[src/sctag_pkg.sv]
// Shared constants and types for the sector cache tag engine.
// No dependencies; every other file refers to it by scoped names.
package sctag_pkg;

   localparam int ENTRIES = 16;
   localparam int IDX_W   = $clog2(ENTRIES);

   localparam int CMD_W  = 3;
   localparam int TAG_W  = 32;
   localparam int AGE_W  = 32;
   localparam int SLOT_W = 4;

   typedef logic [IDX_W-1:0] idx_type;
   typedef logic [CMD_W-1:0] cmd_type;
   typedef logic [TAG_W-1:0] tag_type;
   typedef logic [AGE_W-1:0] age_type;
   typedef logic [SLOT_W-1:0] slot_type;

   localparam idx_type LAST_IDX = idx_type'(ENTRIES - 1);

   localparam cmd_type CMD_LOOKUP     = 3'd0;
   localparam cmd_type CMD_STORE      = 3'd1;
   localparam cmd_type CMD_FREE       = 3'd2;
   localparam cmd_type CMD_INVALIDATE = 3'd3;
   localparam cmd_type CMD_FLUSH      = 3'd4;

endpackage

[src/sctag_if.sv]
// Valid/ready channel interfaces for the request and response sides.
// Depends on sctag_pkg for field widths.
interface sctag_req_if;
   logic                 valid;
   logic                 ready;
   sctag_pkg::cmd_type   cmd;
   sctag_pkg::tag_type   sector;
   logic                 mark_dirty;
   sctag_pkg::age_type   timestamp;

   modport source (output valid, cmd, sector, mark_dirty, timestamp, input ready);
   modport sink   (input valid, cmd, sector, mark_dirty, timestamp, output ready);
endinterface

interface sctag_rsp_if;
   logic                 valid;
   logic                 ready;
   logic                 success;
   sctag_pkg::slot_type  slot;
   sctag_pkg::tag_type   flush_sector;
   logic                 any_dirty;
   logic                 last;

   modport source (output valid, success, slot, flush_sector, any_dirty, last, input ready);
   modport sink   (input valid, success, slot, flush_sector, any_dirty, last, output ready);
endinterface

[src/sector_cache_tag_engine_core.sv]
// Sector cache tag engine: tag, age and valid/dirty bookkeeping of a fully
// associative write-back cache. Depends on sctag_pkg and sctag_if.
//
// One command is taken at a time. Lookup, store and free make one pass over
// all ENTRIES slots through the single read port of the tag/age memories,
// one slot per cycle, with one shared equality compare and one shared
// less-than compare; the result is registered in the apply state once the
// output register is free, and the next request is taken after that. Invalidate
// all and unused codes skip the pass and register their response in the apply
// state. Flush repeats the pass once per dirty entry, giving one response per
// pass (ascending sector order), and a single response with success 0 when
// nothing is dirty.
// The response sits in an output register, so a new request can be taken
// while the previous response waits for its transfer. The slot number on a
// response addresses the external data memory. No clearing pass is needed
// after reset: valid bits reset, and a tag/age entry only decides a result once
// written.
module sector_cache_tag_engine_core (
   input  logic               clock,
   input  logic               reset,
   sctag_req_if.sink          req_if,
   sctag_rsp_if.source        rsp_if
);

   localparam logic [1:0] ST_IDLE  = 2'd0;
   localparam logic [1:0] ST_SCAN  = 2'd1;
   localparam logic [1:0] ST_APPLY = 2'd2;

   // tag and age storage, one write and one registered read per cycle
   sctag_pkg::tag_type tag_mem [sctag_pkg::ENTRIES];
   sctag_pkg::age_type age_mem [sctag_pkg::ENTRIES];

   logic [1:0]                    state_ff, state_in;
   sctag_pkg::cmd_type            cmd_ff, cmd_in;
   sctag_pkg::tag_type            sector_ff, sector_in;
   logic                          mdirty_ff, mdirty_in;
   sctag_pkg::age_type            ts_ff, ts_in;

   // scan pipeline: issue address, then registered memory data
   sctag_pkg::idx_type            rd_idx_ff, rd_idx_in;
   logic                          issue_on_ff, issue_on_in;
   logic                          dat_vld_ff, dat_vld_in;
   sctag_pkg::idx_type            dat_idx_ff, dat_idx_in;
   sctag_pkg::tag_type            tag_rd_ff;
   sctag_pkg::age_type            age_rd_ff;

   // scan findings
   logic                          hit_found_ff, hit_found_in;
   sctag_pkg::idx_type            hit_idx_ff, hit_idx_in;
   logic                          free_found_ff, free_found_in;
   sctag_pkg::idx_type            free_idx_ff, free_idx_in;
   logic                          cand_found_ff, cand_found_in;
   sctag_pkg::idx_type            cand_idx_ff, cand_idx_in;
   sctag_pkg::tag_type            best_ff, best_in;

   logic [sctag_pkg::ENTRIES-1:0] valid_ff, valid_in;
   logic [sctag_pkg::ENTRIES-1:0] dirty_ff, dirty_in;

   logic                          rsp_valid_ff, rsp_valid_in;
   logic                          success_ff, success_in;
   sctag_pkg::slot_type           slot_ff, slot_in;
   sctag_pkg::tag_type            flush_sector_ff, flush_sector_in;
   logic                          any_dirty_ff, any_dirty_in;
   logic                          last_ff, last_in;

   logic                          req_fire;
   logic                          out_free;
   logic                          apply_fire;
   logic                          scan_step;
   logic                          scan_start;
   logic                          tag_eq;
   logic                          lt;
   sctag_pkg::tag_type            cmp_a;
   logic                          ent_valid;
   logic                          ent_dirty;
   sctag_pkg::idx_type            pick_idx;
   logic                          pick_ok;
   logic                          tag_we;
   logic                          age_we;
   sctag_pkg::age_type            age_wdata;
   logic                          flush_last;

   assign req_if.ready        = (state_ff == ST_IDLE);
   assign req_fire            = req_if.valid && req_if.ready;
   assign out_free            = !rsp_valid_ff || rsp_if.ready;
   assign apply_fire          = (state_ff == ST_APPLY) && out_free;
   assign scan_step           = (state_ff == ST_SCAN) && dat_vld_ff;

   assign rsp_if.valid        = rsp_valid_ff;
   assign rsp_if.success      = success_ff;
   assign rsp_if.slot         = slot_ff;
   assign rsp_if.flush_sector = flush_sector_ff;
   assign rsp_if.any_dirty    = any_dirty_ff;
   assign rsp_if.last         = last_ff;

   // shared compare unit: tag match, and less-than on age (store) or tag (flush)
   assign ent_valid = valid_ff[dat_idx_ff];
   assign ent_dirty = dirty_ff[dat_idx_ff];
   assign tag_eq    = (tag_rd_ff == sector_ff);
   assign cmp_a     = (cmd_ff == sctag_pkg::CMD_FLUSH) ? tag_rd_ff
                                                      : sctag_pkg::TAG_W'(age_rd_ff);
   assign lt        = (cmp_a < best_ff);

   // slot chosen at the end of a pass; a lookup hit steers the age write
   always_comb begin
      pick_idx = cand_idx_ff;
      pick_ok  = cand_found_ff;
      if (cmd_ff == sctag_pkg::CMD_LOOKUP) begin
         pick_idx = hit_idx_ff;
         pick_ok  = hit_found_ff;
      end else if (cmd_ff == sctag_pkg::CMD_STORE) begin
         if (hit_found_ff) begin
            pick_idx = hit_idx_ff;
            pick_ok  = 1'b1;
         end else if (free_found_ff) begin
            pick_idx = free_idx_ff;
            pick_ok  = 1'b1;
         end
      end
   end

   // memory write port
   always_comb begin
      tag_we    = 1'b0;
      age_we    = 1'b0;
      age_wdata = ts_ff;
      if (apply_fire) begin
         case (cmd_ff)
            sctag_pkg::CMD_LOOKUP: begin
               age_we = hit_found_ff;
            end
            sctag_pkg::CMD_STORE: begin
               tag_we    = pick_ok;
               age_we    = pick_ok;
               age_wdata = '0;
            end
            default: begin
               tag_we = 1'b0;
            end
         endcase
      end
   end

   always_ff @(posedge clock) begin
      if (tag_we) begin
         tag_mem[pick_idx] <= sector_ff;
      end
      if (age_we) begin
         age_mem[pick_idx] <= age_wdata;
      end
      tag_rd_ff <= tag_mem[rd_idx_ff];
      age_rd_ff <= age_mem[rd_idx_ff];
   end

   // valid and dirty bits
   always_comb begin
      valid_in = valid_ff;
      dirty_in = dirty_ff;
      // free drops every matching valid entry as the pass goes by
      if (scan_step && (cmd_ff == sctag_pkg::CMD_FREE) && ent_valid && tag_eq) begin
         valid_in[dat_idx_ff] = 1'b0;
      end
      if (apply_fire) begin
         case (cmd_ff)
            sctag_pkg::CMD_STORE: begin
               if (pick_ok) begin
                  valid_in[pick_idx] = 1'b1;
                  dirty_in[pick_idx] = mdirty_ff;
               end
            end
            sctag_pkg::CMD_INVALIDATE: begin
               valid_in = '0;
            end
            sctag_pkg::CMD_FLUSH: begin
               if (pick_ok) begin
                  dirty_in[pick_idx] = 1'b0;
               end
            end
            default: begin
               valid_in = valid_ff;
            end
         endcase
      end
   end

   // flush ends once no valid dirty entry remains after this one
   assign flush_last = ~|(valid_in & dirty_in);

   // sequencer and scan bookkeeping
   always_comb begin
      state_in      = state_ff;
      cmd_in        = cmd_ff;
      sector_in     = sector_ff;
      mdirty_in     = mdirty_ff;
      ts_in         = ts_ff;
      rd_idx_in     = rd_idx_ff;
      issue_on_in   = issue_on_ff;
      dat_vld_in    = (state_ff == ST_SCAN) && issue_on_ff;
      dat_idx_in    = rd_idx_ff;
      hit_found_in  = hit_found_ff;
      hit_idx_in    = hit_idx_ff;
      free_found_in = free_found_ff;
      free_idx_in   = free_idx_ff;
      cand_found_in = cand_found_ff;
      cand_idx_in   = cand_idx_ff;
      best_in       = best_ff;
      scan_start    = 1'b0;

      unique case (state_ff)
         ST_IDLE: begin
            if (req_fire) begin
               cmd_in    = req_if.cmd;
               sector_in = req_if.sector;
               mdirty_in = req_if.mark_dirty;
               ts_in     = req_if.timestamp;
               case (req_if.cmd) inside
                  sctag_pkg::CMD_LOOKUP, sctag_pkg::CMD_STORE,
                  sctag_pkg::CMD_FREE, sctag_pkg::CMD_FLUSH: begin
                     state_in   = ST_SCAN;
                     scan_start = 1'b1;
                  end
                  default: begin
                     state_in = ST_APPLY;
                  end
               endcase
            end
         end
         ST_SCAN: begin
            // advance the read address
            if (issue_on_ff) begin
               rd_idx_in = rd_idx_ff + 1'b1;
               if (rd_idx_ff == sctag_pkg::LAST_IDX) begin
                  issue_on_in = 1'b0;
               end
            end
            if (dat_vld_ff) begin
               if (ent_valid && tag_eq && !hit_found_ff) begin
                  hit_found_in = 1'b1;
                  hit_idx_in   = dat_idx_ff;
               end
               if (cmd_ff == sctag_pkg::CMD_STORE) begin
                  if (!ent_valid) begin
                     free_found_in = 1'b1;
                     free_idx_in   = dat_idx_ff;
                  end
                  if (!ent_dirty && (!cand_found_ff || lt)) begin
                     cand_found_in = 1'b1;
                     cand_idx_in   = dat_idx_ff;
                     best_in       = sctag_pkg::TAG_W'(age_rd_ff);
                  end
               end
               if ((cmd_ff == sctag_pkg::CMD_FLUSH) && ent_valid && ent_dirty &&
                   (!cand_found_ff || lt)) begin
                  cand_found_in = 1'b1;
                  cand_idx_in   = dat_idx_ff;
                  best_in       = tag_rd_ff;
               end
               if (dat_idx_ff == sctag_pkg::LAST_IDX) begin
                  state_in = ST_APPLY;
               end
            end
         end
         ST_APPLY: begin
            if (apply_fire) begin
               state_in = ST_IDLE;
               // another dirty entry waits: run the pass again
               if ((cmd_ff == sctag_pkg::CMD_FLUSH) && pick_ok && !flush_last) begin
                  state_in   = ST_SCAN;
                  scan_start = 1'b1;
               end
            end
         end
         default: begin
            state_in = ST_IDLE;
         end
      endcase

      if (scan_start) begin
         rd_idx_in     = '0;
         issue_on_in   = 1'b1;
         dat_vld_in    = 1'b0;
         hit_found_in  = 1'b0;
         free_found_in = 1'b0;
         cand_found_in = 1'b0;
      end
   end

   // response register
   always_comb begin
      rsp_valid_in    = rsp_valid_ff && !rsp_if.ready;
      success_in      = success_ff;
      slot_in         = slot_ff;
      flush_sector_in = flush_sector_ff;
      any_dirty_in    = any_dirty_ff;
      last_in         = last_ff;
      if (apply_fire) begin
         rsp_valid_in    = 1'b1;
         success_in      = 1'b0;
         slot_in         = '0;
         flush_sector_in = '0;
         any_dirty_in    = |(valid_in & dirty_in);
         last_in         = 1'b1;
         case (cmd_ff)
            sctag_pkg::CMD_LOOKUP: begin
               if (hit_found_ff) begin
                  success_in = 1'b1;
                  slot_in    = sctag_pkg::SLOT_W'(hit_idx_ff);
               end
            end
            sctag_pkg::CMD_STORE: begin
               if (pick_ok) begin
                  success_in = 1'b1;
                  slot_in    = sctag_pkg::SLOT_W'(pick_idx);
               end
            end
            sctag_pkg::CMD_FLUSH: begin
               // every dirty entry is written back by the end, so report clean
               any_dirty_in = 1'b0;
               if (pick_ok) begin
                  success_in      = 1'b1;
                  slot_in         = sctag_pkg::SLOT_W'(pick_idx);
                  flush_sector_in = best_ff;
                  last_in         = flush_last;
               end
            end
            default: begin
               success_in = 1'b0;
            end
         endcase
      end
   end

   always_ff @(posedge clock) begin
      if (reset) begin
         state_ff      <= ST_IDLE;
         issue_on_ff   <= 1'b0;
         dat_vld_ff    <= 1'b0;
         hit_found_ff  <= 1'b0;
         free_found_ff <= 1'b0;
         cand_found_ff <= 1'b0;
         valid_ff      <= '0;
         dirty_ff      <= '0;
         rsp_valid_ff  <= 1'b0;
      end else begin
         state_ff      <= state_in;
         issue_on_ff   <= issue_on_in;
         dat_vld_ff    <= dat_vld_in;
         hit_found_ff  <= hit_found_in;
         free_found_ff <= free_found_in;
         cand_found_ff <= cand_found_in;
         valid_ff      <= valid_in;
         dirty_ff      <= dirty_in;
         rsp_valid_ff  <= rsp_valid_in;
      end
   end

   always_ff @(posedge clock) begin
      cmd_ff          <= cmd_in;
      sector_ff       <= sector_in;
      mdirty_ff       <= mdirty_in;
      ts_ff           <= ts_in;
      rd_idx_ff       <= rd_idx_in;
      dat_idx_ff      <= dat_idx_in;
      hit_idx_ff      <= hit_idx_in;
      free_idx_ff     <= free_idx_in;
      cand_idx_ff     <= cand_idx_in;
      best_ff         <= best_in;
      success_ff      <= success_in;
      slot_ff         <= slot_in;
      flush_sector_ff <= flush_sector_in;
      any_dirty_ff    <= any_dirty_in;
      last_ff         <= last_in;
   end

endmodule
[src/flat_wrapper.sv]
// flat-port wrapper written by rule: the top's interface ports become plain ports
module sector_cache_tag_engine_core_flat 
  (clock, reset, req_if_valid, req_if_cmd, req_if_sector, req_if_mark_dirty, req_if_timestamp, req_if_ready, rsp_if_valid, rsp_if_success, rsp_if_slot, rsp_if_flush_sector, rsp_if_any_dirty, rsp_if_last, rsp_if_ready);
  sctag_req_if req_if_i ();
  sctag_rsp_if rsp_if_i ();
  input  logic clock;
  input  logic reset;
  input wire logic [$bits(req_if_i.valid)-1:0] req_if_valid;
  input wire logic [$bits(req_if_i.cmd)-1:0] req_if_cmd;
  input wire logic [$bits(req_if_i.sector)-1:0] req_if_sector;
  input wire logic [$bits(req_if_i.mark_dirty)-1:0] req_if_mark_dirty;
  input wire logic [$bits(req_if_i.timestamp)-1:0] req_if_timestamp;
  output wire logic [$bits(req_if_i.ready)-1:0] req_if_ready;
  output wire logic [$bits(rsp_if_i.valid)-1:0] rsp_if_valid;
  output wire logic [$bits(rsp_if_i.success)-1:0] rsp_if_success;
  output wire logic [$bits(rsp_if_i.slot)-1:0] rsp_if_slot;
  output wire logic [$bits(rsp_if_i.flush_sector)-1:0] rsp_if_flush_sector;
  output wire logic [$bits(rsp_if_i.any_dirty)-1:0] rsp_if_any_dirty;
  output wire logic [$bits(rsp_if_i.last)-1:0] rsp_if_last;
  input wire logic [$bits(rsp_if_i.ready)-1:0] rsp_if_ready;
  assign req_if_i.valid = req_if_valid;
  assign req_if_i.cmd = req_if_cmd;
  assign req_if_i.sector = req_if_sector;
  assign req_if_i.mark_dirty = req_if_mark_dirty;
  assign req_if_i.timestamp = req_if_timestamp;
  assign req_if_ready = req_if_i.ready;
  assign rsp_if_valid = rsp_if_i.valid;
  assign rsp_if_success = rsp_if_i.success;
  assign rsp_if_slot = rsp_if_i.slot;
  assign rsp_if_flush_sector = rsp_if_i.flush_sector;
  assign rsp_if_any_dirty = rsp_if_i.any_dirty;
  assign rsp_if_last = rsp_if_i.last;
  assign rsp_if_i.ready = rsp_if_ready;
  sector_cache_tag_engine_core u_core (.clock(clock), .reset(reset), .req_if(req_if_i), .rsp_if(rsp_if_i));
endmodule
[config.mk]
export PLATFORM = sky130hd
export DESIGN_NAME = sector_cache_tag_engine_core_flat
export DESIGN_NICKNAME = d
export VERILOG_FILES = /design/src/sctag_pkg.sv /design/src/sctag_if.sv /design/src/sector_cache_tag_engine_core.sv /design/src/flat_wrapper.sv
export SDC_FILE = /design/constraint.sdc
export NUM_CORES = 1
export LEC_CHECK = 0
export BUFFER_PORTS_ARGS = -buffer_cell sky130_fd_sc_hd__buf_2
export CORE_ASPECT_RATIO = 1.2
export CORE_MARGIN = 2
export CORE_UTILIZATION = 41
export CTS_CLUSTER_SIZE = 40
export DETAILED_ROUTE_END_ITERATION = 10
export PLACE_DENSITY_LB_ADDON = 0.08
export SLEW_MARGIN = 20
export SYNTH_ARGS = -nofsm -noshare
export SYNTH_HDL_FRONTEND = slang
export SYNTH_SLANG_ARGS = --single-unit
[constraint.sdc]
create_clock -name clock -period 5.75 [get_ports clock]
set_clock_uncertainty 0.2 [all_clocks]
set_input_delay 0.2875 -clock clock [delete_from_list [all_inputs] [get_ports clock]]
set_output_delay 0.2875 -clock clock [all_outputs]
set_load 0.05 [all_outputs]
==> flow_metrics.tcl, run 1 <==
set metrics [dict create \
    async_flop_share_pct 0 \
    hold_viol 0 \
    drt-total-wl_um 132000 \
    post_cts_resized 0 \
    core_um2 121000 \
    htree_levels 4 \
    die_w_um 322 \
    worstPathMaxFanout 24 \
    vias_per_cell 5.57 \
    num_vias 24300 \
    synthXorXnorAreaFrac_pct 0.651 \
    min_period_ns 4.94 \
    fin_cells 4354 \
    final_nets 2789 \
    pre_cts_slack_ns 0.795 \
    synth_mux_area_share_pct 16.6 \
    p_leak_nw 18.4 \
    areaGrowthSynthToFinish_pct 17.3 \
    die_area_um2 124000 \
    fin_util_pct 48.3 \
    drive_gt1_share_pct 29.5 \
    gp_congestion 0.893 \
    tightest_slew_ns 0.951 \
    placed_area_um2 52800 \
    setup_viol_count_final 0 \
    dp_hpwl_um 77700 \
    cap_violations 0 \
    grt.total_usage_pct 21.7 \
    die_h_um 386 \
    synth_seq_cells 1287 \
    synth_edf_count 1175 \
    synth_compound_area_share_pct 1.90 \
    clk_latency_ns 0.76 \
    critPathKind "register to register" \
    grt_start_max_net_pins 75 \
    root_buffer "clkbuf_16" \
    synth_cell_types 69 \
    cts_buffers 137 \
    yosysTopAreaCell "edfxtp_1" \
    drtIter0Drc 2487 \
    slew_violations 0 \
    ys.flop_type "edfxtp_1" \
    io_pins 113 \
    max_slew_margin_pct 36.6 \
    synth_area_leaders "edfxtp_1 71%, mux4_2 15%, dfxtp_1 4.5%" \
    grt_overflow_total 0 \
    synth_area_per_cell_um2 21.0 \
    wire_per_inst_um 30.3 \
    syn-num-nets 2475 \
    first_pass_iters 7 \
    synthAdderAreaFrac_pct 0.825 \
    num-fill-cells 9887 \
    dp_cells 4004 \
    start_util_pct 41.2 \
    synth_top_family_by_area "multiplexers" \
    grt_antenna_before_repair 6 \
    grt_pass1_wl_um 188000 \
    synth-simple-area-share_pct 3.43 \
    fin_setup_tns_ns 0 \
    critPathLaunchType "register" \
    status "completed" \
    final_common_cell "edfxtp_1" \
    fin_area_um2 58400 \
    cp_data_required_time_ns 6.05 \
    diodes 0 \
    tritoncts "yes" \
    cts_max_path_buffers 3 \
    synth_top_area_share_pct 70.9 \
    seq_area_um2 37500 \
    cp.arrival_ns 5.24 \
    final_cell_mix "1175 x edfxtp_1, 329 x mux4_2, 144 x clkbuf_16, 112 x buf_2, 108 x dfxtp_1" \
    port_buffers 112 \
    ant_nets 0 \
    ir_worst_vdd_mv 0.253 \
    clk_pin_slew_ns 0.06 \
    yosysWarnings 0 \
    multi_input_area_um2 11900 \
    clkSinkCount 1287 \
    rsz0062_at_grt "false" \
    max_freq_mhz 202 \
    crit_path_end_kind "register" \
    setup_ws_ns 0.810 \
    rows 140 \
    grt_pass1_vias 25500 \
    synth_area_um2 49800 \
    fin_crit_sh_pct 85.9 \
    yosysSeqAreaShare_pct 75.4 \
    power_density_nw_per_um2 379 \
    route.detailed.drc 0 \
    syn_inst 2371 \
    hp-class "input port to register" \
]
cell type report:
cell class	instances	area share (%)
clock buffers	187	6.64
repair buffers	286	3.96
clock inverters	59	1.07
multi-input cells	928	20.4
well taps	1562	3.35
inverters	45	0.289
flip-flops and latches	1287	64.3
layer usage:
metal | up-vias | share of wire, % | global-route usage (%) | routed length (um)
li1 | 10400 | - | - | -
met1 | 13100 | 42 | 28.6 | 55400
met2 | 582 | 52 | 37.6 | 68600
met3 | 163 | 3.9 | 3.19 | 5110
met4 | 0 | 2.1 | 5.82 | 2710
met5 | - | 0 | 0 | 0
cells by family after synthesis:
kind of cell,after synthesis
DFF,1287
muxes,405
and+or+nand+nor,316
buffers and inverters,156
AOI/OAI and AO/OA,137
xor gates and xnor gates,37
adders and majority gates,33
power by group:
part	internal [mW]	switching (mW)
registers	10.5	0.429
logic	1.24	1.14
clock network	5.22	3.59
critical path: stages (launching register included):
cell      delay, ns
edfxtp_1       0.60
nor3b_4        0.65
buf_4          0.37
mux2_2         0.36
ha_1           0.28
nor2b_1        0.13
o21ai_0        0.14
nand2b_1       0.07
a21oi_1        0.16
o221a_2        0.21
o31ai_1        0.16
a211oi_4       0.71
buf_12         0.26
mux2_2         0.36
synth_stat cells (20+ instances only):
cell and instances:
a21oi_1 29, and2_1 35, and3_1 34, buf_1 24, clkbuf_1 74, dfxtp_1 112, edfxtp_1 1175, ha_1 32
inv_1 45, mux2_2 57, mux4_2 329, nand2_1 40, nor2_1 94, nor3_1 25, o21a_1 20, xnor2_1 29
flip-flops by register name, indices dropped and copies added (netlist names), 2 cells and up:
register,count
u_core.age_mem,512
u_core.tag_mem,512
u_core.age_rd_ff,32
u_core.best_ff,32
u_core.rsp_if.flush_sector,32
u_core.sector_ff,32
u_core.tag_rd_ff,32
u_core.ts_ff,32
u_core.dirty_ff,16
u_core.valid_ff,16
u_core.cand_idx_ff,4
u_core.dat_idx_ff,4
u_core.dat_idx_in,4
u_core.free_idx_ff,4
u_core.hit_idx_ff,4
u_core.rsp_if.slot,4
u_core.cmd_ff,3
u_core.state_ff,2
stage by stage:
stage	power (mW)	hold slack [ns]
2_1_floorplan	12.6	0.153
3_3_place_gp	13.5	0.266
3_5_place_dp	13.5	0.266
4_1_cts	22.4	0.000577
5_1_grt	22.9	0.0345
6_report	22.1	0.0515
final timing paths:
| kind | to | slack (ns) | depth (start not counted) | start |
|---|---|---|---|---|
| setup reg to reg | u_core.best_ff[8] | 0.81 | 13 | u_core.cmd_ff[0] |
| hold / removal | u_core.sector_ff[27] | 0.05 | 2 | req_if_sector[27] |
| hold reg to reg | u_core.valid_ff[4] | 0.32 | 2 | u_core.valid_ff[4] |
| setup / recovery | u_core.best_ff[8] | 0.81 | 13 | u_core.cmd_ff[0] |
timing repair:
item | in CTS | in global routing
hold buffers | 104 | 0
buffers inserted | 0 | 0
hold endpoints to repair | 94 | 0
Note: power is estimated with default switching activity, not from simulation.
==> inputs of run 2 (changes only) <==
==> constraint.sdc (replaced) <==
create_clock -name clock -period 6.4 [get_ports clock]
set_clock_uncertainty 0.2 [all_clocks]
set_input_delay 0.32 -clock clock [delete_from_list [all_inputs] [get_ports clock]]
set_output_delay 0.32 -clock clock [all_outputs]
set_load 0.05 [all_outputs]
==> flow_metrics.tcl, run 2 (synthesis results as in run 1) <==
set metrics [dict create \
    status "completed" \
    cts_max_path_buffers 3 \
    p_leak_nw 18.2 \
    slowest_stage "a211oi_4" \
    rows 140 \
    critPathKind "register to register" \
    vias_per_cell 5.59 \
    rr_endpoint "u_core.best_ff[21]" \
    worstPathMaxFanout 67 \
    drtIter0Drc 1881 \
    cp_top_family "compound AO/OA/AOI/OAI gates" \
    drt-total-wl_um 130000 \
    core_um2 121000 \
    port_buffers 112 \
    grt_pass1_wl_um 187000 \
    num_vias 24100 \
    grt_pass1_vias 25600 \
    placed_area_um2 52700 \
    grt_start_max_net_pins 122 \
    grt.total_usage_pct 21.3 \
    rsz0062_at_grt "false" \
    tightest_slew_ns 1.08 \
    setup_viol_count_final 0 \
    min_period_ns 4.88 \
    reg.largest.list "u_core.age_mem x512, u_core.tag_mem x512" \
    hp-class "input port to register" \
    worst-path-buf-inv 2 \
    fin_area_um2 57800 \
    fin_setup_tns_ns 0 \
    r2r_slack_ns 1.52 \
    holdPathEnd "u_core.ts_ff[22]" \
    ir_worst_vdd_mv 0.224 \
    final_nets 2747 \
    drive_gt1_share_pct 29.5 \
    clkSinkCount 1287 \
    final_cell_mix "1175 x edfxtp_1, 329 x mux4_2, 142 x clkbuf_16, 112 x buf_2, 108 x dfxtp_1" \
    critPathLaunchType "register" \
    final_common_cell "edfxtp_1" \
    grt_overflow_total 0 \
    clk_pin_slew_ns 0.06 \
    max_slew_margin_pct 27.5 \
    die_area_um2 124000 \
    grt_antenna_before_repair 3 \
    cp.arrival_ns 5.17 \
    worst_path_most_repeated_cell "a21o_1" \
    gp_congestion 0.872 \
    r2r_start "u_core.cmd_ff[1]" \
    slew_violations 0 \
    io_pins 113 \
    finalPower_mw 19.7 \
    route.detailed.drc 0 \
    num-fill-cells 10000 \
    clk_latency_ns 0.76 \
    post_cts_resized 0 \
    holdPathStages 2 \
    htree_levels 4 \
    max_freq_mhz 205 \
    whs_ns 0.0673 \
    first_pass_iters 5 \
    wire_per_inst_um 30.1 \
    cts_buffers 136 \
    crit_path_end_kind "register" \
    areaGrowthSynthToFinish_pct 16.2 \
    tritoncts "yes" \
    ant_nets 0 \
    fin_crit_sh_pct 76.2 \
    hold_viol 0 \
    die_w_um 322 \
    root_buffer "clkbuf_16" \
    die_h_um 386 \
    dp_hpwl_um 78400 \
    power_density_nw_per_um2 341 \
    start_util_pct 41.2 \
    min_from "req_if_timestamp[22]" \
    cap_violations 0 \
    cp_slowest_stage_delay_ns 0.75 \
    rr_worst_depth 15 \
    worstPathCellList "nor3b_4 -> buf_12 -> mux2_2 -> ha_1 -> a21o_1 -> a21o_1 -> a21o_1 -> a21o_1 -> a21oi_1 -> o21ai_0 -> a21oi_1 -> nor2b_1 -> a211oi_4 -> buf_12 -> mux2_2" \
    cp_data_required_time_ns 6.69 \
]
[run 2: cell types whose count changed in the layout (fill, tap and decap cells not counted), moves of 4 or more]
cell and delta:
dlygate4sd3_1 -28, inv_6 +4, buf_4 -7, clkinv_2 +4, clkbuf_8 +4, buf_12 -7
[run 2: routing by layer]
layer  track usage (%)  vias up  routed length (um)
met5                 0        -                   0
met4              5.49        0                2530
met3              3.04      148                4780
met2              37.6      537               68100
met1              27.6    13100               54700
li1                  -    10300                   -
[run 2: worst max-delay path by stage]
stage	from	depth (start not counted)	slack, ns	endpoint
after global placement	u_core.cmd_ff[1]	13	1.53	u_core.best_ff[10]
after detailed placement	u_core.cmd_ff[0]	13	1.50	u_core.best_ff[13]
after CTS	u_core.cmd_ff[0]	13	1.49	u_core.best_ff[13]
final	u_core.cmd_ff[1]	15	1.52	u_core.best_ff[21]
after global routing	u_core.cmd_ff[0]	14	1.25	u_core.best_ff[10]
after floorplan	u_core.state_ff[1]	11	0.72	u_core.issue_on_ff
[run 2: cell type report]
cell class / count / area (um^2) / area share [%]
sequential: 1287 / 37500 / 64.9
multi-input combinational: 928 / 11900 / 20.6
clock buffer: 192 / 3890 / 6.73
tap: 1562 / 1950 / 3.38
timing repair buffer: 245 / 1870 / 3.23
clock inverter: 56 / 519 / 0.898
inverter: 45 / 169 / 0.292
antenna: 1 / 2.50 / 0.00433
[run 2: repair_timing]
item                      in CTS  in global routing
hold endpoints to repair     113                  0
hold buffers                  76                  0
setup buffers                  0                  0
[run 2: worst register-to-register path: cells and delay by family, from the launching register on]
kind,cells,cell delay (ns)
flops,1,0.58
mux,2,0.77
buf+inv,2,0.55
simple gates,2,0.39
fa+ha+maj,1,0.29
compound gates,8,1.83
[run 2: metrics by stage]
| stage | instances | utilization (%) | setup WS, ns |
|---|---|---|---|
| 2_1_floorplan | 2371 | - | 0.724 |
| 3_3_place_gp | 3990 | 43.6 | 1.53 |
| 3_5_place_dp | 3991 | 43.6 | 1.50 |
| 4_1_cts | 4315 | 47.9 | 1.49 |
| 5_1_grt | 4315 | 47.9 | 1.25 |
| 6_report | 4316 | 47.9 | 1.52 |
[run 2: power by group]
group	internal (mW)	switching, mW
logic	1.09	1.04
registers	9.43	0.371
clock network	4.57	3.21
total	15.1	4.62
==> inputs of run 3 (changes only) <==
==> constraint.sdc (replaced) <==
create_clock -name clock -period 5 [get_ports clock]
set_clock_uncertainty 0.2 [all_clocks]
set_input_delay 0.25 -clock clock [delete_from_list [all_inputs] [get_ports clock]]
set_output_delay 0.25 -clock clock [all_outputs]
set_load 0.05 [all_outputs]
==> flow_metrics.tcl, run 3 (synthesis results as in run 1) <==
set metrics [dict create \
    r2r_start "u_core.cmd_ff[1]" \
    grt_pass1_vias 25900 \
    drt-total-wl_um 131000 \
    gp_congestion 0.926 \
    rr_endpoint "u_core.best_ff[7]" \
    grt_overflow_total 0 \
    die_area_um2 124000 \
    cp-endpoint "u_core.best_ff[7]" \
    cap_violations 0 \
    intPower_mw 19.5 \
    port_buffers 112 \
    drtIter0Drc 2176 \
    wire_per_inst_um 29.8 \
    critPathLaunchType "register" \
    rsz0062_at_grt "false" \
    slew_violations 0 \
    clk_pin_slew_ns 0.06 \
    final_nets 2813 \
    rows 140 \
    setup.worst_path.start "u_core.cmd_ff[1]" \
    start_util_pct 41.2 \
    setup_ws_ns 0.675 \
    p_leak_nw 18.6 \
    dp_hpwl_um 76200 \
    crit_path_end_kind "register" \
    hp-class "input port to register" \
    power_density_nw_per_um2 434 \
    grt.total_usage_pct 21.4 \
    cp_top_family "compound AO/OA/AOI/OAI gates" \
    max_freq_mhz 231 \
    switching_share_pct 23.7 \
    r2r_slack_ns 0.67 \
    drive_gt1_share_pct 29.5 \
    clk_latency_ns 0.77 \
    worstPathMaxFanout 44 \
    cts_buffers 139 \
    io_pins 113 \
    first_pass_iters 6 \
    ant_nets 0 \
    status "completed" \
    max_slew_margin_pct 28.3 \
    switching_power_mw 6.05 \
    cp.arrival_ns 4.63 \
    grt_pass1_wl_um 187000 \
    htree_levels 4 \
    num_vias 24600 \
    vias_per_cell 5.61 \
    setup_viol_count_final 0 \
    fin_area_um2 58700 \
    clkSinkCount 1287 \
    die_w_um 322 \
    cp_data_required_time_ns 5.30 \
    die_h_um 386 \
    ir_worst_vdd_mv 0.264 \
    areaGrowthSynthToFinish_pct 18.0 \
    final_cell_mix "1175 x edfxtp_1, 329 x mux4_2, 140 x clkbuf_16, 130 x dlygate4sd3_1, 112 x buf_2" \
    hold_viol 0 \
    fin_setup_tns_ns 0 \
    comb_power_share_pct 10.7 \
    reg.largest.list "u_core.age_mem x512, u_core.tag_mem x512" \
    final_common_cell "edfxtp_1" \
    grt_start_max_net_pins 78 \
    pre_cts_slack_ns 0.677 \
    worst-path-buf-inv 2 \
    placed_area_um2 52900 \
    worst-path-stages 15 \
    min_period_ns 4.33 \
    grt_antenna_before_repair 11 \
    root_buffer "clkbuf_16" \
    route.detailed.drc 0 \
    rr_worst_depth 15 \
    tightest_slew_ns 1.07 \
    fin_crit_sh_pct 86.5 \
    worst_path_most_repeated_cell "a21o_1" \
    slowest_stage "edfxtp_1" \
    worstPathCellList "nor3b_4 -> buf_12 -> mux2_2 -> ha_1 -> a21o_1 -> a21o_1 -> a21o_1 -> a21o_1 -> a21oi_1 -> o21ai_0 -> a21oi_1 -> nor2b_1 -> a211oi_4 -> buf_4 -> mux2_2" \
    sequentialPowerShare_pct 49.4 \
    critPathKind "register to register" \
    cts_max_path_buffers 3 \
    min_from "req_if_sector[24]" \
    core_um2 121000 \
    cp_slowest_stage_delay_ns 0.57 \
    tritoncts "yes" \
    p_clk_share_pct 39.9 \
    post_cts_resized 0 \
]
[run 3: layout make-up]
cell class	count	area [um^2]
antenna	1	2.50
clock buffer	190	3880
clock inverter	66	666
fill	9986	62100
inverter	45	169
multi-input combinational	928	11900
sequential	1287	37500
tap	1562	1950
timing repair buffer	308	2610
[run 3: worst min path at each step]
| stage | to | cells past startpoint |
|---|---|---|
| after floorplan | u_core.cmd_ff[0] | 0 |
| after global placement | u_core.ts_ff[23] | 1 |
| after CTS | u_core.sector_ff[22] | 2 |
| after global routing | u_core.sector_ff[22] | 2 |
| final | u_core.sector_ff[24] | 2 |
| after detailed placement | u_core.ts_ff[12] | 1 |
[run 3: power by group through the flow]
stage / clock network (mW) / registers [mW] / logic (mW)
after floorplan: 0 / 12.5 / 2.01
after global routing: 10.8 / 12.6 / 2.95
after CTS: 10.4 / 12.6 / 2.81
final: 10.2 / 12.6 / 2.74
after global placement: 0 / 12.8 / 2.69
after detailed placement: 0 / 12.8 / 2.72
[run 3: layer usage]
metal  vias to the layer above  GRT usage [%]  part of all wire (%)
met1                     13300           27.9                    41
met3                       199           3.18                   4.4
met5                         -              0                0.0099
li1                      10500              -                     -
met2                       682           37.3                    52
met4                         2           6.22                   2.2
[run 3: per-stage QoR]
stage	cells	utilization, %	total power, mW	hold WS [ns]
3_5_place_dp	4000	43.7	15.5	0.228
4_1_cts	4386	48.6	25.8	0.00943
5_1_grt	4386	48.6	26.4	0.0356
3_3_place_gp	4000	43.7	15.5	0.227
6_report	4387	48.6	25.5	0.0571
2_1_floorplan	2371	-	14.5	0.149
[run 3: timing repair]
item	4_1_cts	5_1_grt
hold buffers	130	0
endpoints found under the hold margin	112	0
setup buffers	0	0
